==> src/hw/rtl/lodls_pkg.sv <==
`timescale 1ns / 1ps

package lodls_pkg;

    localparam int MAX_LEVELS  = 8;
    localparam int DIST_BITS   = 24;

    localparam int PCT_W       = 7;
    localparam int LC_W        = 4;
    localparam int IDX_W       = 3;
    localparam int D2_W        = 48;
    localparam int SQ_W        = D2_W / 2;
    localparam int LVL_W       = $clog2(MAX_LEVELS);
    localparam int CMP_W       = $clog2(MAX_LEVELS + 1) + 4;

    // margin = floor(diff * pct / 100) via an exact reciprocal
    localparam int PROD_W      = DIST_BITS + PCT_W;
    localparam int RECIP_SHIFT = PROD_W + 7;
    localparam logic [63:0] RECIP = ((64'd1 << RECIP_SHIFT) + 64'd99) / 64'd100;
    localparam int RECIP_W     = $clog2(RECIP + 64'd1);
    localparam int MUL_W0      = (PROD_W > RECIP_W) ? PROD_W : RECIP_W;
    localparam int MUL_W       = (MUL_W0 > SQ_W) ? MUL_W0 : SQ_W;

    localparam int M_W         = DIST_BITS + 1;
    localparam int T_W         = DIST_BITS + 2;
    localparam int TE_W        = (T_W > SQ_W + 1) ? T_W : SQ_W + 1;

    localparam int CFG_IDX_W   = 2;
    localparam int CFG_DATA_W  = 7;
    localparam logic [CFG_IDX_W-1:0] CFG_LEVEL_COUNT = 2'd0;
    localparam logic [CFG_IDX_W-1:0] CFG_HYST_ENABLE = 2'd1;
    localparam logic [CFG_IDX_W-1:0] CFG_SCENE_PCT   = 2'd2;
    localparam logic [PCT_W-1:0]     SCENE_PCT_RESET = 7'd10;

    localparam logic OP_LOAD   = 1'b0;
    localparam logic OP_SELECT = 1'b1;

    typedef struct packed {
        logic [PCT_W-1:0]     pct;
        logic                 own;
        logic [DIST_BITS-1:0] distance;
    } t_entry;

    localparam int ENTRY_W = $bits(t_entry);

    typedef struct packed {
        logic [MUL_W-1:0] a;
        logic [MUL_W-1:0] b;
    } t_mul_req;

endpackage

==> src/hw/rtl/lod_level_select_hysteresis.sv <==
`timescale 1ns / 1ps
// A load item gives no result.
// A select walks the levels, passing over skipped ones; each checked level (at most three
// are checked) runs the margin steps only with hysteresis on, then a square and compare.
// These steps share a single multiplier and the single table read port.
// A new item is taken while a result waits in the output register.
// Synchronous active-low reset clears control and config; the table is undefined until loaded.

module lod_level_select_hysteresis
    import lodls_pkg::*;
(
    input  logic                  i_clk,
    input  logic                  i_rst_n,
    input  logic                  i_cfg_we,
    input  logic [CFG_IDX_W-1:0]  i_cfg_index,
    input  logic [CFG_DATA_W-1:0] i_cfg_data,
    input  logic                  i_in_valid,
    output logic                  o_in_stall,
    input  logic                  i_op,
    input  logic [IDX_W-1:0]      i_entry_index,
    input  logic [23:0]           i_entry_distance,
    input  logic                  i_entry_own_hysteresis,
    input  logic [PCT_W-1:0]      i_entry_percent,
    input  logic [IDX_W-1:0]      i_previous_level,
    input  logic [D2_W-1:0]       i_distance_squared,
    output logic                  o_out_valid,
    input  logic                  i_out_stall,
    output logic [IDX_W-1:0]      o_chosen_level
);

    typedef enum logic [3:0] {
        S_IDLE, S_RD0, S_CUR, S_NEXT, S_MUL1, S_MUL2, S_MUL3, S_THR, S_SQ, S_CMP, S_DONE
    } t_state;

    t_state                r_state;
    logic [LC_W-1:0]       r_level_count;
    logic                  r_hyst_en;
    logic [PCT_W-1:0]      r_scene_pct;

    logic [CMP_W-1:0]      r_count;
    logic [IDX_W-1:0]      r_prev;
    logic [D2_W-1:0]       r_d2;
    logic [LVL_W-1:0]      r_lvl;
    logic [DIST_BITS-1:0]  r_cur;
    logic [DIST_BITS-1:0]  r_next;
    logic [PCT_W-1:0]      r_pct;
    logic                  r_minus;
    logic [M_W-1:0]        r_margin;
    logic                  r_big;
    logic [SQ_W-1:0]       r_tsq;
    logic                  r_out_valid;
    logic [IDX_W-1:0]      r_out_level;

    logic                  in_xfer;
    logic                  ram_we;
    logic                  ram_re;
    logic [LVL_W-1:0]      ram_raddr;
    t_entry                ram_wdata;
    t_entry                ram_rdata;
    t_mul_req              mul_req;
    logic [2*MUL_W-1:0]    mul_prod;

    logic [CMP_W-1:0]      lvl_c;
    logic [CMP_W-1:0]      prev_c;
    logic [CMP_W-1:0]      lc_c;
    logic                  chk_plus;
    logic                  chk_minus;
    logic                  skip;
    logic                  last;
    logic                  exceed;
    logic [DIST_BITS-1:0]  diff;
    logic [T_W-1:0]        thr;
    logic [TE_W-1:0]       thr_e;

    assign o_in_stall = (r_state != S_IDLE);
    assign in_xfer    = i_in_valid && !o_in_stall;

    assign ram_we = in_xfer && (i_op == OP_LOAD)
                    && (CMP_W'(i_entry_index) < CMP_W'(MAX_LEVELS));
    assign ram_wdata.distance = DIST_BITS'(i_entry_distance);
    assign ram_wdata.own      = i_entry_own_hysteresis;
    assign ram_wdata.pct      = i_entry_percent;

    lodls_ram #(
        .WIDTH (ENTRY_W),
        .DEPTH (MAX_LEVELS)
    ) u_table (
        .i_clk   (i_clk),
        .i_we    (ram_we),
        .i_waddr (LVL_W'(i_entry_index)),
        .i_wdata (ram_wdata),
        .i_re    (ram_re),
        .i_raddr (ram_raddr),
        .o_rdata (ram_rdata)
    );

    lodls_mul u_mul (
        .i_clk  (i_clk),
        .i_req  (mul_req),
        .o_prod (mul_prod)
    );

    always_comb begin
        lvl_c     = CMP_W'(r_lvl);
        prev_c    = CMP_W'(r_prev);
        lc_c      = CMP_W'(r_level_count);
        chk_plus  = (lvl_c == prev_c) || (lvl_c == prev_c + CMP_W'(1));
        chk_minus = (lvl_c + CMP_W'(1) == prev_c);
        skip      = !chk_plus && !chk_minus;
        // advancing past this level ends the walk at the last valid level
        last      = (lvl_c + CMP_W'(2) >= r_count);
        exceed    = r_big || (mul_prod[D2_W-1:0] > r_d2);
        diff      = (r_next >= r_cur) ? (r_next - r_cur) : (r_cur - r_next);

        if (!r_minus) begin
            thr = T_W'(r_next) + T_W'(r_margin);
        end else if (M_W'(r_next) >= r_margin) begin
            thr = T_W'(M_W'(r_next) - r_margin);
        end else begin
            thr = T_W'(r_margin - M_W'(r_next));
        end
        thr_e = TE_W'(thr);

        unique case (r_state)
            S_RD0: begin
                ram_re    = 1'b1;
                ram_raddr = '0;
            end
            S_CUR: begin
                ram_re    = 1'b1;
                ram_raddr = LVL_W'(1);
            end
            S_NEXT: begin
                ram_re    = skip && !last;
                ram_raddr = LVL_W'(lvl_c + CMP_W'(2));
            end
            S_CMP: begin
                ram_re    = !exceed && !last;
                ram_raddr = LVL_W'(lvl_c + CMP_W'(2));
            end
            default: begin
                ram_re    = 1'b0;
                ram_raddr = '0;
            end
        endcase

        unique case (r_state)
            S_MUL1: begin
                mul_req.a = MUL_W'(diff);
                mul_req.b = MUL_W'(r_pct);
            end
            S_MUL2: begin
                mul_req.a = MUL_W'(mul_prod[PROD_W-1:0]);
                mul_req.b = MUL_W'(RECIP);
            end
            S_SQ: begin
                mul_req.a = MUL_W'(r_tsq);
                mul_req.b = MUL_W'(r_tsq);
            end
            default: begin
                mul_req.a = '0;
                mul_req.b = '0;
            end
        endcase
    end

    always_ff @(posedge i_clk) begin
        if (!i_rst_n) begin
            r_state       <= S_IDLE;
            r_out_valid   <= 1'b0;
            r_level_count <= '0;
            r_hyst_en     <= 1'b0;
            r_scene_pct   <= SCENE_PCT_RESET;
        end else begin
            if (i_cfg_we) begin
                unique case (i_cfg_index)
                    CFG_LEVEL_COUNT: r_level_count <= i_cfg_data[LC_W-1:0];
                    CFG_HYST_ENABLE: r_hyst_en     <= i_cfg_data[0];
                    CFG_SCENE_PCT:   r_scene_pct   <= i_cfg_data[PCT_W-1:0];
                    default: ;
                endcase
            end

            // post a finished select, or drop the result once it is transferred
            if (r_state == S_DONE && (!r_out_valid || !i_out_stall)) begin
                r_out_valid <= 1'b1;
            end else if (r_out_valid && !i_out_stall) begin
                r_out_valid <= 1'b0;
            end

            unique case (r_state)
                S_IDLE: begin
                    if (in_xfer && i_op == OP_SELECT) begin
                        r_prev  <= i_previous_level;
                        r_d2    <= i_distance_squared;
                        r_count <= (lc_c > CMP_W'(MAX_LEVELS)) ? CMP_W'(MAX_LEVELS) : lc_c;
                        r_lvl   <= '0;
                        r_state <= S_RD0;
                    end
                end
                S_RD0: begin
                    r_state <= S_CUR;
                end
                S_CUR: begin
                    r_cur <= ram_rdata.distance;
                    if (r_count <= CMP_W'(1)) begin
                        r_state <= S_DONE;
                    end else begin
                        r_state <= S_NEXT;
                    end
                end
                S_NEXT: begin
                    r_next  <= ram_rdata.distance;
                    r_pct   <= ram_rdata.own ? ram_rdata.pct : r_scene_pct;
                    r_minus <= chk_minus && !chk_plus;
                    if (skip) begin
                        // pass over this level without a check
                        r_cur <= ram_rdata.distance;
                        r_lvl <= LVL_W'(lvl_c + CMP_W'(1));
                        if (last) begin
                            r_state <= S_DONE;
                        end
                    end else if (r_hyst_en) begin
                        r_state <= S_MUL1;
                    end else begin
                        r_margin <= '0;
                        r_state  <= S_THR;
                    end
                end
                S_MUL1: begin
                    r_state <= S_MUL2;
                end
                S_MUL2: begin
                    r_state <= S_MUL3;
                end
                S_MUL3: begin
                    r_margin <= M_W'(mul_prod >> RECIP_SHIFT);
                    r_state  <= S_THR;
                end
                S_THR: begin
                    r_big   <= |thr_e[TE_W-1:SQ_W];
                    r_tsq   <= thr_e[SQ_W-1:0];
                    r_state <= S_SQ;
                end
                S_SQ: begin
                    r_state <= S_CMP;
                end
                S_CMP: begin
                    if (exceed) begin
                        r_state <= S_DONE;
                    end else begin
                        r_cur <= r_next;
                        r_lvl <= LVL_W'(lvl_c + CMP_W'(1));
                        if (last) begin
                            r_state <= S_DONE;
                        end else begin
                            r_state <= S_NEXT;
                        end
                    end
                end
                S_DONE: begin
                    // hold until the output register is free
                    if (!r_out_valid || !i_out_stall) begin
                        r_out_level <= IDX_W'(r_lvl);
                        r_state     <= S_IDLE;
                    end
                end
                default: begin
                    r_state <= S_IDLE;
                end
            endcase
        end
    end

    assign o_out_valid    = r_out_valid;
    assign o_chosen_level = r_out_level;

    a_table_write_idle: assert property (@(posedge i_clk) disable iff (!i_rst_n)
        ram_we |-> (r_state == S_IDLE))
        else $error("table written during a walk");

    a_check_in_range: assert property (@(posedge i_clk) disable iff (!i_rst_n)
        (r_state == S_CMP) |-> (CMP_W'(r_lvl) + CMP_W'(1) < r_count))
        else $error("level checked beyond the last valid level");

    a_done_in_range: assert property (@(posedge i_clk) disable iff (!i_rst_n)
        (r_state == S_DONE) |-> (r_lvl == '0 || CMP_W'(r_lvl) < r_count))
        else $error("chosen level outside the table");

    a_margin_order: assert property (@(posedge i_clk) disable iff (!i_rst_n)
        (r_state == S_MUL3) |-> ($past(r_state) == S_MUL2))
        else $error("margin taken without its reciprocal step");

    a_result_posted: assert property (@(posedge i_clk) disable iff (!i_rst_n)
        (r_state == S_DONE && !r_out_valid) |=> (r_out_valid && r_state == S_IDLE))
        else $error("finished select not posted to the output");

endmodule

==> src/hw/rtl/lodls_ram.sv <==
`timescale 1ns / 1ps

module lodls_ram #(
    parameter int WIDTH = 8,
    parameter int DEPTH = 8,
    localparam int ADDR_W = $clog2(DEPTH)
) (
    input  logic              i_clk,
    input  logic              i_we,
    input  logic [ADDR_W-1:0] i_waddr,
    input  logic [WIDTH-1:0]  i_wdata,
    input  logic              i_re,
    input  logic [ADDR_W-1:0] i_raddr,
    output logic [WIDTH-1:0]  o_rdata
);

    logic [WIDTH-1:0] r_mem [DEPTH];
    logic [WIDTH-1:0] r_rdata;

    always_ff @(posedge i_clk) begin
        if (i_we) begin
            r_mem[i_waddr] <= i_wdata;
        end
        if (i_re) begin
            r_rdata <= r_mem[i_raddr];
        end
    end

    assign o_rdata = r_rdata;

endmodule

==> src/hw/rtl/lodls_mul.sv <==
`timescale 1ns / 1ps

module lodls_mul
    import lodls_pkg::*;
(
    input  logic               i_clk,
    input  t_mul_req           i_req,
    output logic [2*MUL_W-1:0] o_prod
);

    logic [2*MUL_W-1:0] r_prod;

    // registered product, shared by the margin and square steps
    always_ff @(posedge i_clk) begin
        r_prod <= {{MUL_W{1'b0}}, i_req.a} * {{MUL_W{1'b0}}, i_req.b};
    end

    assign o_prod = r_prod;

endmodule
==> config.mk <==
export PLATFORM = sky130hd
export DESIGN_NAME = lod_level_select_hysteresis
export DESIGN_NICKNAME = d
export VERILOG_FILES = /design/src/hw/rtl/lodls_pkg.sv /design/src/hw/rtl/lod_level_select_hysteresis.sv /design/src/hw/rtl/lodls_ram.sv /design/src/hw/rtl/lodls_mul.sv
export SDC_FILE = /design/constraint.sdc
export NUM_CORES = 2
export LEC_CHECK = 0
export BUFFER_PORTS_ARGS = -buffer_cell sky130_fd_sc_hd__buf_2
export CORE_UTILIZATION = 60
export CTS_CLUSTER_SIZE = 30
export DETAILED_ROUTE_END_ITERATION = 16
export GPL_ROUTABILITY_DRIVEN = 0
export PLACE_DENSITY = 0.77
export SETUP_SLACK_MARGIN = 0.2
export SLEW_MARGIN = 5
export SYNTH_ARGS = -nofsm -noshare
export SYNTH_HDL_FRONTEND = slang
export SYNTH_SLANG_ARGS = --single-unit
==> constraint.sdc <==
create_clock -name i_clk -period 31.2 [get_ports i_clk]
set_input_delay 1.56 -clock i_clk [delete_from_list [all_inputs] [get_ports i_clk]]
set_output_delay 1.56 -clock i_clk [all_outputs]
set_load 0.02 [all_outputs]
==> flow_metrics.tcl <==
set metrics [dict create \
    io_buffers 105 \
    cts_tree "yes" \
    path_class "reg -> reg" \
    design_area_um2 57900 \
    post_synthesis_sequential_area_ratio_pct 28.4 \
    endpoint_kind "register" \
    rsz0062_at_grt "false" \
    clk_root_buffer_cell "sky130_fd_sc_hd__clkbuf_16" \
    design.die.area_um2 90800 \
    first_global_vias 40100 \
    proportion_of_register_bits_with_asynchronous_set_or_reset_after_synthesis_pct 0 \
    critPathRequiredTime_ps 31710 \
    grt_max_degree 65 \
    synth_cells 5122 \
    timing.final.max_slew_violations 0 \
    yosys.cell_types.count 88 \
    clock_transition_at_the_register_clock_pins_on_the_worst_setup_and_hold_paths_after_cts_ps 70 \
    cts_made_buffers 57 \
    post_synth_instance_area_um2 53800 \
    multi_input_area_um2 34200 \
    arrival_time_at_the_worst_endpoint_ps 12560 \
    resized_gates_after_cts 0 \
    area_delta_synth_final_pct 7.65 \
    dp_hpwl_mm 118 \
    post-cts-setup-buffer-count 0 \
    max-vdd-ir-drop_uv 61.2 \
    intPower_mw 1.53 \
    dieWidth_um 301 \
    critPathSlowestCell "sky130_fd_sc_hd__nand3_1" \
    via_count 38700 \
    power_per_cell_area_nw_per_um2 39.8 \
    comb_power_share_pct 30.5 \
    fin_ws_ps 19150 \
    seq_power_share_pct 38.4 \
    grt_antenna_before_repair 10 \
    holdCritPathClass "reg -> reg" \
    drive_above_1_share_pct 8.68 \
    ant_nets 0 \
    chipHeight_um 301 \
    synth_enable_flop_cells 455 \
    p_leak_nw 27.3 \
    final-seq-area_um2 15300 \
    worst_slew_margin_rel_pct 9.18 \
    path_common_cell "sky130_fd_sc_hd__fa_1" \
    failed_checks "design-rule violations" \
    dpl_cell_area_um2 55900 \
    startpoint_type "register" \
    grt_pass1_wl_mm 234 \
    maxCapViolCount 0 \
    vias_per_cell 6.01 \
    wl_per_cell_um 23.7 \
    number_of_clock_sinks 535 \
    tightest_slew_ps 1360 \
    io_pins 106 \
    detail_route.iter0.violations 4396 \
    detail_route.wirelength_mm 153 \
    drt_pass1_iterations 12 \
    clkPwrFrac_pct 31.1 \
    clock_tree.buffer_depth 3 \
    max_stage_delay_ps 760 \
    max_freq_mhz 83.0 \
    post-route-min-period_ps 12050 \
    synth-seq-cells 535 \
    most_common_cell_after_layout_fill_and_taps_aside "sky130_fd_sc_hd__inv_1" \
    initial_core_util_pct 60.7 \
    synth_warnings 0 \
    synth_area_per_cell_um2 10.5 \
    status "finished with violations" \
    setup_total_negative_slack_ps 0 \
    layout.filler_cells 6729 \
    grt_overflow 0 \
    placementRows 109 \
    preCtsSetupSlack_ps 19550 \
    report.final.setup_viol 0 \
    route.detailed.drc 4 \
    switching_power_mw 0.777 \
    hold_viol_final 0 \
    final.period_utilization_pct 38.6 \
    global_route.usage.total_pct 34.7 \
    cts_htree_levels 2 \
    dominantRegCellSynth "sky130_fd_sc_hd__edfxtp_1" \
    path_max_fanout 40 \
    postCtsHoldBufs 0 \
    clock_skew_ps 70.6 \
    most-common-layout-cells "1,051 x sky130_fd_sc_hd__inv_1, 746 x sky130_fd_sc_hd__fa_1, 471 x sky130_fd_sc_hd__ha_1" \
    power.switching_fraction_pct 33.7 \
    layout.nets 6547 \
    fp.coreArea_um2 88600 \
    clock_latency_ps 700 \
]
## metal layers
metal	wire length (µm)	track usage, %	vias up
li1	-	-	16700
met1	56200	44.8	19200
met2	68900	53.7	2351
met3	18500	9.84	487
met4	9030	17.5	16
met5	102	0	-
## critical path, delay by kind of cell (launching register included)
kind / cells / cell delay [ps]
adders and majority gates: 11 / 5060
AOI/OAI and AO/OA: 14 / 3230
and+or+nand+nor: 5 / 1390
buffers and inverters: 8 / 930
DFF: 1 / 450
muxes: 1 / 440
xor gates and xnor gates: 2 / 320
## kinds of logic after synthesis
kind of cell / share of synthesized area [%]
buffers and inverters: 8.88
adders and majority gates: 38.7
and+or+nand+nor: 9.44
AOI/OAI and AO/OA: 8.06
DFF: 28.4
muxes: 4.73
xor gates and xnor gates: 1.76
other: 0.0140
## cell usage after synthesis, drive strengths merged (34+ instances only)
cell type  number  area, µm²
a21o          101        758
a21oi         230       1160
a31oi          34        219
and2           43        269
buf            45        235
clkbuf        152        571
dfxtp          80       1600
edfxtp        455      13700
fa            746      14900
ha            471       5890
inv          1052       3950
mux2           69        781
mux4           64       1440
nand2         415       1560
nand2b         43        269
nand4          41        263
nor2          453       1700
o21ai         124        624
xnor2          83        727
## path summary, 6_finish.rpt
check | from | to | slack [ps] | cells after the start
setup reg to reg | r_next[0] | u_mul.o_prod[62] | 19150 | 41
hold / removal | u_table.o_rdata[4] | r_next[4] | 450 | 0
setup / recovery | r_next[0] | u_mul.o_prod[62] | 19150 | 41
hold reg to reg | u_table.o_rdata[4] | r_next[4] | 450 | 0
## state kept, by name, indices dropped and copies added, names as in the netlist, 7 cells and up
| name | count |
|---|---|
| r_margin | 25 |
| r_cur | 24 |
| r_d2 | 48 |
| u_table.r_mem | 256 |
| r_pct | 7 |
| r_next | 24 |
| r_scene_pct | 7 |
| u_table.o_rdata | 32 |
| u_mul.o_prod | 63 |
| r_tsq | 24 |
## power groups by stage
stage	sequential [mW]	combinational [mW]	clock (mW)
floorplan	0.877	0.498	0
global placement	0.897	0.665	0
detailed placement	0.899	0.681	0
CTS	0.885	0.689	0.722
global route	0.888	0.768	0.746
finish	0.887	0.703	0.716
## through the flow
| step | instances | utilization [%] | total power, mW | hold WS [ps] |
|---|---|---|---|---|
| floorplan | 5197 | - | 1.37 | 422 |
| global placement | 6335 | 63.1 | 1.56 | 433 |
| detailed placement | 6335 | 63.1 | 1.58 | 445 |
| CTS | 6443 | 65.3 | 2.30 | 455 |
| global route | 6443 | 65.3 | 2.40 | 464 |
| finish | 6445 | 65.3 | 2.31 | 453 |
## layout make-up
type	instances	share of cell area (%)
Sequential cell	535	26.4
Clock inverter	39	0.819
Antenna cell	2	0.00864
Clock buffer	69	2.59
Inverter	1058	6.86
Multi-Input combinational cell	3407	59.1
Tap cell	1165	2.52
Timing Repair Buffer	170	1.75
(Power assumes the default switching activity.)
